===== config.mk =====
export PLATFORM = sky130hd
export DESIGN_NAME = matrix_symmetry_check
export DESIGN_NICKNAME = d
export VERILOG_FILES = /design/src/rtl/msc_pkg.sv /design/src/rtl/msc_alu.sv /design/src/rtl/matrix_symmetry_check.sv
export SDC_FILE = /design/constraint.sdc
export NUM_CORES = 2
export LEC_CHECK = 0
export BUFFER_PORTS_ARGS = -buffer_cell sky130_fd_sc_hd__buf_2
export CORE_ASPECT_RATIO = 0.9
export CORE_MARGIN = 5
export CORE_UTILIZATION = 43
export DETAILED_ROUTE_END_ITERATION = 8
export GPL_TIMING_DRIVEN = 1
export PLACE_DENSITY = 0.69
export RECOVER_POWER = 25
export SLEW_MARGIN = 10
export SYNTH_ARGS = -nofsm -noshare
export SYNTH_HDL_FRONTEND = slang
export SYNTH_SLANG_ARGS = --single-unit

===== constraint.sdc =====
create_clock -name clk_i -period 12.6 [get_ports clk_i]
set_clock_uncertainty 0.05 [all_clocks]
set_input_delay 1.89 -clock clk_i [delete_from_list [all_inputs] [get_ports clk_i]]
set_output_delay 1.89 -clock clk_i [all_outputs]
set_load 0.01 [all_outputs]

===== src/rtl/msc_pkg.sv =====
// ----------------------------------------------------------------------------
// msc_pkg
// Shared widths, register indexes and adder operation codes for the matrix
// symmetry checker.
// ----------------------------------------------------------------------------
package msc_pkg;

  localparam int ELEM_W = 32;
  localparam int TOL_W  = 31;
  localparam int SIZE_W = 4;

  localparam logic [SIZE_W-1:0] SIZE_RESET = 4'd8;

  // Configuration register indexes.
  localparam logic REG_TOLERANCE   = 1'b0;
  localparam logic REG_MATRIX_SIZE = 1'b1;

  typedef enum logic {
    ALU_SUB,
    ALU_ADD
  } alu_op_e;

endpackage


===== src/rtl/msc_alu.sv =====
// ----------------------------------------------------------------------------
// msc_alu
// Shared 33-bit adder: forms the exact difference or the exact sum of two
// signed Q16.16 elements.
// ----------------------------------------------------------------------------
module msc_alu
  import msc_pkg::*;
(
  input  alu_op_e                  op_i,
  input  logic signed [ELEM_W-1:0] a_i,
  input  logic signed [ELEM_W-1:0] b_i,
  output logic signed [ELEM_W:0]   sum_o
);

  logic [ELEM_W:0] a_ext;
  logic [ELEM_W:0] b_ext;
  logic [ELEM_W:0] b_opd;
  logic            carry;

  assign a_ext = {a_i[ELEM_W-1], a_i};
  assign b_ext = {b_i[ELEM_W-1], b_i};

  // Subtraction is an add of the inverted operand with a carry in.
  always_comb begin
    unique case (op_i)
      ALU_SUB: begin
        b_opd = ~b_ext;
        carry = 1'b1;
      end
      ALU_ADD: begin
        b_opd = b_ext;
        carry = 1'b0;
      end
      default: begin
        b_opd = b_ext;
        carry = 1'b0;
      end
    endcase
  end

  assign sum_o = $signed(a_ext + b_opd + {{ELEM_W{1'b0}}, carry});

endmodule


===== src/rtl/matrix_symmetry_check.sv =====
// ----------------------------------------------------------------------------
// matrix_symmetry_check
// Loads a square matrix, averages mirrored pairs that lie within tolerance
// and streams the matrix back out with a symmetry verdict.
// ----------------------------------------------------------------------------
// Usage. Elements arrive in row-major order on the input channel, one beat
// each, and are written straight into the matrix store: while loading, one
// element is taken per cycle. The beat that completes the matrix (load count
// reaching or passing the square of the size in force) starts the pair walk,
// and the input stalls until the whole matrix has been sent out again.
// The walk visits the lower triangle row by row. Each pair passes through
// the store's two read ports, the shared 33-bit adder and the single write
// port in these steps: read, difference and tolerance check, average and
// first write, second write. A pair outside tolerance ends the walk and
// clears the verdict. The output stream then reads each element through the
// registered store read and presents it as a beat before reading the next.
// While the receiver stalls, the beat and its payload are simply held.
// Reset clears the load count and the control state, sets the tolerance to
// zero and the size to eight; the store itself is not cleared, since every
// entry is written before it is read. Configuration writes are taken at any
// edge with the write enable high and should only be made while idle.
// ----------------------------------------------------------------------------
module matrix_symmetry_check
  import msc_pkg::*;
#(
  parameter int MAX_N = 8
) (
  input  logic                     clk_i,
  input  logic                     rst_ni,
  // Configuration write port.
  input  logic                     cfg_we_i,
  input  logic                     cfg_index_i,
  input  logic [TOL_W-1:0]         cfg_data_i,
  // Input channel.
  input  logic                     in_valid_i,
  output logic                     in_stall_o,
  input  logic signed [ELEM_W-1:0] element_value_i,
  // Output channel.
  output logic                     out_valid_o,
  input  logic                     out_stall_i,
  output logic signed [ELEM_W-1:0] result_value_o,
  output logic                     symmetric_o,
  output logic                     last_of_matrix_o
);

  localparam int DEPTH = MAX_N * MAX_N;
  localparam int AW    = (DEPTH > 1) ? $clog2(DEPTH) : 1;   // store address
  localparam int CW    = $clog2(DEPTH + 1);                 // load count
  localparam int NW    = $clog2(MAX_N + 1);                 // matrix size
  localparam int RW    = (MAX_N > 1) ? $clog2(MAX_N) : 1;   // row / column

  // Sequencer states.
  localparam logic [2:0] S_LOAD = 3'd0;
  localparam logic [2:0] S_PRD  = 3'd1;
  localparam logic [2:0] S_PCHK = 3'd2;
  localparam logic [2:0] S_PAVG = 3'd3;
  localparam logic [2:0] S_PWR2 = 3'd4;
  localparam logic [2:0] S_ORD  = 3'd5;
  localparam logic [2:0] S_OUT  = 3'd6;

  logic [2:0]        state_q, state_d;
  logic [TOL_W-1:0]  tol_q;
  logic [SIZE_W-1:0] size_q;
  logic [CW-1:0]     load_cnt_q, load_cnt_d;
  logic [NW-1:0]     n_q, n_d;
  logic [CW-1:0]     total_q, total_d;
  logic              sym_q, sym_d;
  logic [RW-1:0]     r_q, r_d;
  logic [RW-1:0]     c_q, c_d;
  logic [AW-1:0]     base_q, base_d;
  logic [AW-1:0]     iu_q, iu_d;
  logic [AW-1:0]     k_q, k_d;
  logic [ELEM_W-1:0] avg_q;

  // Matrix store with one write port and two registered read ports.
  logic [ELEM_W-1:0] store_q [DEPTH];
  logic [ELEM_W-1:0] rd_a_q, rd_b_q;
  logic              mem_we;
  logic [AW-1:0]     mem_waddr;
  logic [ELEM_W-1:0] mem_wdata;
  logic              rd_en;
  logic [AW-1:0]     raddr_a, raddr_b;

  logic [NW-1:0]          n_eff;
  logic [CW-1:0]          total_now;
  logic [CW-1:0]          cnt_inc;
  logic [AW-1:0]          il;
  logic                   in_fire;
  logic                   out_fire;
  logic                   last_elem;
  alu_op_e                alu_op;
  logic signed [ELEM_W:0] alu_sum;
  logic signed [ELEM_W:0] tol_pos;
  logic signed [ELEM_W:0] tol_neg;
  logic                   out_of_tol;
  logic [ELEM_W-1:0]      avg;

  msc_alu u_alu (
    .op_i  (alu_op),
    .a_i   ($signed(rd_a_q)),
    .b_i   ($signed(rd_b_q)),
    .sum_o (alu_sum)
  );

  // A size of zero counts as one, and anything above the maximum is clamped.
  always_comb begin
    if (size_q == '0) begin
      n_eff = NW'(1);
    end else if (size_q > SIZE_W'(MAX_N)) begin
      n_eff = NW'(MAX_N);
    end else begin
      n_eff = NW'(size_q);
    end
  end

  assign total_now = CW'(n_eff) * CW'(n_eff);
  assign cnt_inc   = load_cnt_q + CW'(1);
  assign il        = base_q + AW'(c_q);

  assign in_fire   = (state_q == S_LOAD) && in_valid_i;
  assign out_fire  = (state_q == S_OUT) && !out_stall_i;
  assign last_elem = ((CW'(k_q) + CW'(1)) == total_q);

  // The pair is out of tolerance when the exact difference lies outside
  // the closed band from minus to plus tolerance.
  assign tol_pos    = $signed({2'b00, tol_q});
  assign tol_neg    = -tol_pos;
  assign out_of_tol = (alu_sum > tol_pos) || (alu_sum < tol_neg);

  // Floor average: the exact sum shifted right by one.
  assign avg = alu_sum[ELEM_W:1];

  always_comb begin
    state_d    = state_q;
    load_cnt_d = load_cnt_q;
    n_d        = n_q;
    total_d    = total_q;
    sym_d      = sym_q;
    r_d        = r_q;
    c_d        = c_q;
    base_d     = base_q;
    iu_d       = iu_q;
    k_d        = k_q;
    mem_we     = 1'b0;
    mem_waddr  = load_cnt_q[AW-1:0];
    mem_wdata  = element_value_i;
    rd_en      = 1'b0;
    raddr_a    = il;
    raddr_b    = iu_q;
    alu_op     = ALU_SUB;

    unique case (state_q)
      S_LOAD: begin
        if (in_fire) begin
          mem_we = 1'b1;
          if (cnt_inc >= total_now) begin
            load_cnt_d = '0;
            n_d        = n_eff;
            total_d    = total_now;
            sym_d      = 1'b1;
            r_d        = '0;
            c_d        = '0;
            base_d     = '0;
            iu_d       = '0;
            state_d    = S_PRD;
          end else begin
            load_cnt_d = cnt_inc;
          end
        end
      end
      S_PRD: begin
        rd_en   = 1'b1;
        state_d = S_PCHK;
      end
      S_PCHK: begin
        alu_op = ALU_SUB;
        if (out_of_tol) begin
          sym_d   = 1'b0;
          k_d     = '0;
          state_d = S_ORD;
        end else begin
          state_d = S_PAVG;
        end
      end
      S_PAVG: begin
        alu_op    = ALU_ADD;
        mem_we    = 1'b1;
        mem_waddr = il;
        mem_wdata = avg;
        state_d   = S_PWR2;
      end
      S_PWR2: begin
        mem_we    = 1'b1;
        mem_waddr = iu_q;
        mem_wdata = avg_q;
        if (c_q == r_q) begin
          if (NW'(r_q) == (n_q - NW'(1))) begin
            k_d     = '0;
            state_d = S_ORD;
          end else begin
            r_d     = r_q + RW'(1);
            c_d     = '0;
            base_d  = base_q + AW'(n_q);
            iu_d    = AW'(r_q) + AW'(1);
            state_d = S_PRD;
          end
        end else begin
          c_d     = c_q + RW'(1);
          iu_d    = iu_q + AW'(n_q);
          state_d = S_PRD;
        end
      end
      S_ORD: begin
        rd_en   = 1'b1;
        raddr_a = k_q;
        state_d = S_OUT;
      end
      S_OUT: begin
        if (out_fire) begin
          if (last_elem) begin
            state_d = S_LOAD;
          end else begin
            k_d     = k_q + AW'(1);
            state_d = S_ORD;
          end
        end
      end
      default: begin
        state_d = S_LOAD;
      end
    endcase
  end

  always_ff @(posedge clk_i or negedge rst_ni) begin
    if (!rst_ni) begin
      state_q    <= S_LOAD;
      tol_q      <= '0;
      size_q     <= SIZE_RESET;
      load_cnt_q <= '0;
      n_q        <= '0;
      total_q    <= '0;
      sym_q      <= 1'b0;
      r_q        <= '0;
      c_q        <= '0;
      base_q     <= '0;
      iu_q       <= '0;
      k_q        <= '0;
    end else begin
      state_q    <= state_d;
      load_cnt_q <= load_cnt_d;
      n_q        <= n_d;
      total_q    <= total_d;
      sym_q      <= sym_d;
      r_q        <= r_d;
      c_q        <= c_d;
      base_q     <= base_d;
      iu_q       <= iu_d;
      k_q        <= k_d;
      if (cfg_we_i) begin
        unique case (cfg_index_i)
          REG_TOLERANCE:   tol_q  <= cfg_data_i;
          REG_MATRIX_SIZE: size_q <= cfg_data_i[SIZE_W-1:0];
          default:         tol_q  <= tol_q;
        endcase
      end
    end
  end

  // The average is kept for the mirrored write in the following cycle.
  always_ff @(posedge clk_i) begin
    if (state_q == S_PAVG) begin
      avg_q <= avg;
    end
  end

  // Store array. The read registers only load when asked, so an output beat
  // held by a stalling receiver keeps its value.
  always_ff @(posedge clk_i) begin
    if (mem_we) begin
      store_q[mem_waddr] <= mem_wdata;
    end
    if (rd_en) begin
      rd_a_q <= store_q[raddr_a];
      rd_b_q <= store_q[raddr_b];
    end
  end

  assign in_stall_o       = (state_q != S_LOAD);
  assign out_valid_o      = (state_q == S_OUT);
  assign result_value_o   = $signed(rd_a_q);
  assign symmetric_o      = sym_q;
  assign last_of_matrix_o = last_elem;

endmodule


Yosys cells after proc, flatten, opt, wreduce, memory -nomap -nowiden
Memories as Yosys holds them, arrays and structs flattened. A register that Yosys moved wholly into a read port is not among the register bits.
Cells that the tools add are included.
W data, S select, Z words.

operators by class
  $lt $le $gt $ge = 4
  muxes and demuxes = 48
  multipliers = 1
  reduce and logical (&&, ||, !) cells = 21
  bitwise logic cells = 3
  add/sub/neg operators = 13
  equality and inequality tests = 18

operator list
  operator               number
  $mux W6                12
  $pmux W33 S2           1
  $pmux W32 S2           1
  $mux W3                13
  $pmux W6 S2            3
  $add A33 B1 Y33        1
  $add A33 B33 Y33       1
  $gt A33 B32 Y1         1
  $lt A33 B33 Y1         1
  $neg A31 Y33           1
  $not A33 Y33           1
  $pmux W3 S7            1
  $pmux W6 S3            1
  $add A6 B4 Y6          2
  $ne A2 B2 Y1 const B   6
  $pmux W3 S2            2
  $eq A3 B3 Y1 const B   3
  $mux W1                8
  $mux W4                2
  $reduce_and A4 Y1      2
  $add A6 B1 Y7 const B  1
  $add A7 B1 Y7 const B  1
  $eq A7 B7 Y1           1
  $ge A7 B7 Y1           1
  28 further kinds       41

storage, ports and cells
  register bits = 113
  bits in writable memories = 2,048
  logic and storage cells = 122
  memories = 1
  output and inout port bits = 36
  input bits = 69

memories
  memory   words  width  read ports  clocked after memory_dff  write ports  RTL line                     source
  store_q  64     32     2           2                         1            matrix_symmetry_check.sv:76  logic [ELEM_W-1:0] store_q [DEPTH];

Depth between registers and ports, before layout
  depth in word-level cells = 10
  gate-level depth with buffers = 30
  depth with buffers taken out = 27

Modules after synthesis
Synthesis repeated with hierarchy kept, for this count alone.

second synthesis, totals
  cells, all modules = 8,486
  area, all modules = 108,612.9 µm²

modules (own cells, without submodules)
  module                 instances  area each (µm²)  cells each
  matrix_symmetry_check  1          106,380.8        8,162
  msc_alu                1          2,232.1          324

Least setup slack after synthesis
OpenSTA, ideal clock, no wires.

  path type = reg2reg
  start point = register state_q[1]
  end point = memory store_q[0][29], data pin
  required time = 11.848 ns
  cell stages (with the launch flop) = 20
  path buffers = 3
  library setup time = 0.702 ns
  path slack = 5.444 ns
  arrival time = 6.404 ns
  cells stage by stage = dfrtp_1 -> clkbuf_1 -> nand2_1 -> or2_2 -> inv_1 -> clkbuf_1 -> buf_1 -> xnor2_1 -> inv_1 -> fa_1 -> nor2b_1 -> o21ai_0 -> a21boi_1 -> nor3_1 -> o31ai_2 -> o21ai_0 -> a21boi_0 -> o41ai_1 -> mux2i_1 -> o21ai_0

on the way
  longest elaborated chain between the ends = 7
  elaborated cells on any way between the ends = 9
  classes of those cells = 2 x add/sub; 2 x eq/ne; 4 x mux; 1 x bitwise

ends and longest elaborated chain
  what                    RTL line                      source
  from (decl)             matrix_symmetry_check.sv:61   logic [2:0] state_q, state_d;
  from (signal assigned)  matrix_symmetry_check.sv:249  state_q <= state_d;
  $eq A3 B2 Y1            matrix_symmetry_check.sv:152  unique case (state_q)
  $mux W1                 matrix_symmetry_check.sv:152
  $not A1 Y1              msc_alu.sv:25                 unique case (op_i)
  $pmux W33 S2            msc_alu.sv:25
  $add A33 B33 Y33        msc_alu.sv:41                 assign sum_o = $signed(a_ext + b_opd + {{ELEM_W{1'b0}}, carry});
  $add A33 B1 Y33         msc_alu.sv:41
  $pmux W32 S2 (*)        matrix_symmetry_check.sv:152
  via mem_wdata[29]       matrix_symmetry_check.sv:80   logic [ELEM_W-1:0] mem_wdata;
  to (decl)               matrix_symmetry_check.sv:76

Mark *: on every way through the listed nets, which the timed path passes. The rest lies on a longest branch.

Worst setup path after layout
  start point = register state_q[2]
  end point = memory store_q[61][27], enable pin

on the way
  longest elaborated chain between the ends = 6
  elaborated cells on any way between the ends = 10
  classes of those cells = 2 x eq/ne; 5 x mux; 3 x reduce/logical

ends and longest elaborated chain
  what                           RTL line                                                    source
  $logic_not A3 Y1               matrix_symmetry_check.sv:120, matrix_symmetry_check.sv:152
  $logic_and A1 B1 Y1            matrix_symmetry_check.sv:120                                assign in_fire = (state_q == S_LOAD) && in_valid_i;
  $mux W1                        matrix_symmetry_check.sv:154                                if (in_fire) begin
  $pmux W1 S2                    matrix_symmetry_check.sv:152
  $mux W1                        matrix_symmetry_check.sv:279                                if (mem_we) begin
  $mux W1 (implied by the code)  matrix_symmetry_check.sv:280                                store_q[mem_waddr] <= mem_wdata;

Parallel ways exist; a longest one is shown, timed or not.

==> flow_summary.toml <==
[status]
status = "finished with violations"
violations = "capacitance limit, slew limit"

[global_route]
antenna_found_initial = 21
grt_start_max_net_pins = 132
grt_pass1_vias = 60095
overflow = 0
grt_pass1_wl_um = 442000
track_usage_pct = 23.8

[synth]
synth_edf_count = 2144
yosysTopAreaCell = "edfxtp_1"
seq_area_frac_synth_pct = 62.3
yosysWarnings = 0
synthCells = 5510
avgSynthCellArea_um2 = 19.3
synth_most_common_cell = "edfxtp_1"
ys_seq_elements = 2223
synthTopCellsByArea = "edfxtp_1 (60%), mux4_2 (25%), dfrtp_1 (1.8%)"
ys_top_cells_by_count = "edfxtp_1 (2,144), mux4_2 (1,184), a211oi_1 (232)"
syn_area_um2 = 106000
synth_ff_type = "edfxtp_1"
synth.top_cell.area_share_pct = 60.5
synth-async-reset-ratio_pct = 3.55
synth_cell_type_count = 81

[clock_tree]
ctsHoldBuffers = 0
cts_tree = "built"
insertion_delay_ps = 870
numClockSinks = 2223
cts_setup_buffers = 0
h-tree-depth = 4
cts-root-buf = "clkbuf_16"
clk_pin_slew_worst_paths_ps = 70
cts_max_path_buffers = 3
cts-resized-gates = 0
numCtsBuffers = 222

[final_layout]
finalNetCount = 5786
area_growth_pct = 10.9
drive_gt1_share_pct = 31.2

[timing]
max_freq_mhz = 100
rsz0062_at_grt = "no"
fin_setup_tns_ps = 0
fin_crit_sh_pct = 79.1
tightestPinTransition_ps = 5460
finalSetupViolCount = 0
slew_violations = 1283
setup_slack_ps = 2630
min_period_ps = 9970
slew_headroom_pct = -264
hold_viol_final = 0

[power_and_ir_drop]
irDropWorstVdd_uv = 319
power_w = 0.0326
pwr_density_cell_nw_per_um2 = 276
p_leak_nw = 37.1

[run]
max_cap_violations = 25

[worst_setup_path]
path_cells = "or2_2 -> clkinvlp_2 -> buf_4 -> nor2_1 -> nand2_1 -> o221ai_1 -> nand3_1 -> nor2_1 -> buf_4"
end_kind = "register"
startpoint_type = "register"
worstSetupPathType = "register to register"
worstPathArrival_ps = 10420
path_max_fanout = 52
r2r-start = "state_q[2]"
crit_path_max_incr_delay_ps = 2040
r2r.worst_path.cells = 9
reg2reg_slack_ps = 2630
cp_slowest_cell = "nor2_1"
reg2reg_to = "store_q[61][27]"
cp.required_ps = 13060

[floorplan]
num_rows = 173
ioPinCount = 105
die_x_um = 534
die_h_um = 482
dieArea_um2 = 258000
initial_core_util_pct = 43.1
core_area_um2 = 247000

[detailed_routing]
drc = 0
drt_iter0_drc = 8568
ant_nets = 0
routed_wl_um = 310000
routedWlPerCell_um = 34.4
drt-vias-per-instance = 6.81
drt-pass1-iter-count = 8
vias = 61520

[place]
dp_hpwl_um = 177000
gp_congestion = 0.900
dp_worst_setup_slack_ps = 4730
io_buffers = 104

[min_path]
min-delay-path-class = "register to register"
min_from = "load_cnt_q[6]"
hold_end = "load_cnt_q[6]"
holdPathStages = 2
## per-layer routing
| layer | vias to the layer above | global-route usage (%) | share of wire, % |
|---|---|---|---|
| met3 | 598 | 7.51 | 13 |
| li1 | 23806 | - | - |
| met1 | 32496 | 32.5 | 37 |
| met5 | - | 0 | 0.032 |
| met4 | 16 | 7.24 | 3.3 |
| met2 | 4604 | 36.8 | 47 |
## through the flow
stage	utilization, %	cell area, µm²	hold WS (ps)	std cells
floorplan	-	106000	418	5511
global placement	45.1	111000	438	8607
detailed placement	45.1	111000	447	8607
CTS	48.0	118000	462	9025
global route	47.8	118000	507	9027
finish	47.8	118000	465	9033
## layout make-up
cell class	instances	area (µm²)
fill	19955	129000
sequential	2223	66400
multi-input combinational	2833	38600
clock buffer	271	5780
tap	3237	4050
timing repair buffer	254	1710
clock inverter	147	1320
inverter	61	238
antenna	7	17.5
## power by group
group	switching, W	internal, W	total [W]
logic	0.00950	0.00593	0.0154
clock network	0.00284	0.00367	0.00651
registers	0.000362	0.0103	0.0106
total	0.0127	0.0199	0.0326
## worst max path at each step
stage,slack [ps],end,cells after the start,start
after floorplan,5440,store_q[0][29],19,state_q[1]
after global placement,4840,k_q[2],26,state_q[1]
after detailed placement,4730,k_q[2],26,state_q[1]
after CTS,4710,k_q[2],26,state_q[1]
after global routing,2130,k_q[2],26,state_q[2]
final,2630,store_q[61][27],9,state_q[2]
## cell usage in the layout, fill, tap and decap left out, types with 10 or more instances in the layout
master      instances
and3_1             10
a21o_1             32
o21ai_0            86
xnor2_1            92
clkinv_1           55
nor2_1             80
clkinvlp_4         11
nand4_1            14
clkbuf_1          100
a21oi_1           183
mux4_2           1184
inv_1              59
ha_1              118
bufinv_16          20
nor3b_1            10
a22oi_1            27
nand2_2            14
edfxtp_1         2144
inv_6              13
clkbuf_16         224
nor2b_1           149
buf_12             13
mux2i_1           136
nor2_4             48
a211oi_1          231
nand2b_1           11
buf_4             122
nand2_1           163
o31ai_1            10
nor4_1             10
clkinv_2           39
nand3_1            32
buf_2              66
xor2_1             24
nor3_1             23
a31oi_1            14
dfrtp_1            74
## sequential cells by signal, indices dropped and copies added (netlist names)
name            flops
k_q                 6
rd_b_q             32
total_q             5
n_q                 4
size_q              4
load_cnt_q          7
result_value_o     32
r_q                 3
c_q                 3
base_q              6
tol_q              31
symmetric_o         1
store_q          2048
avg_q              32
state_q             3
iu_q                6
## worst max-delay path, delay by kind of cell (launching register included)
kind	cells	cell delay, ps
flip-flops	1	550
AND/OR/NAND/NOR	5	4900
buffers and inverters	3	3630
AO/OA/AOI/OAI	1	380
## cells by family after synthesis
family                     synth area share [%]
xor gates and xnor gates                  0.954
and+or+nand+nor                            2.80
AOI/OAI and AO/OA                          4.14
DFF                                        62.3
muxes                                      26.5
other                                   0.00352
buffers and inverters                      1.84
adders and majority gates                  1.46
Note: power is estimated with default switching activity, not from simulation.
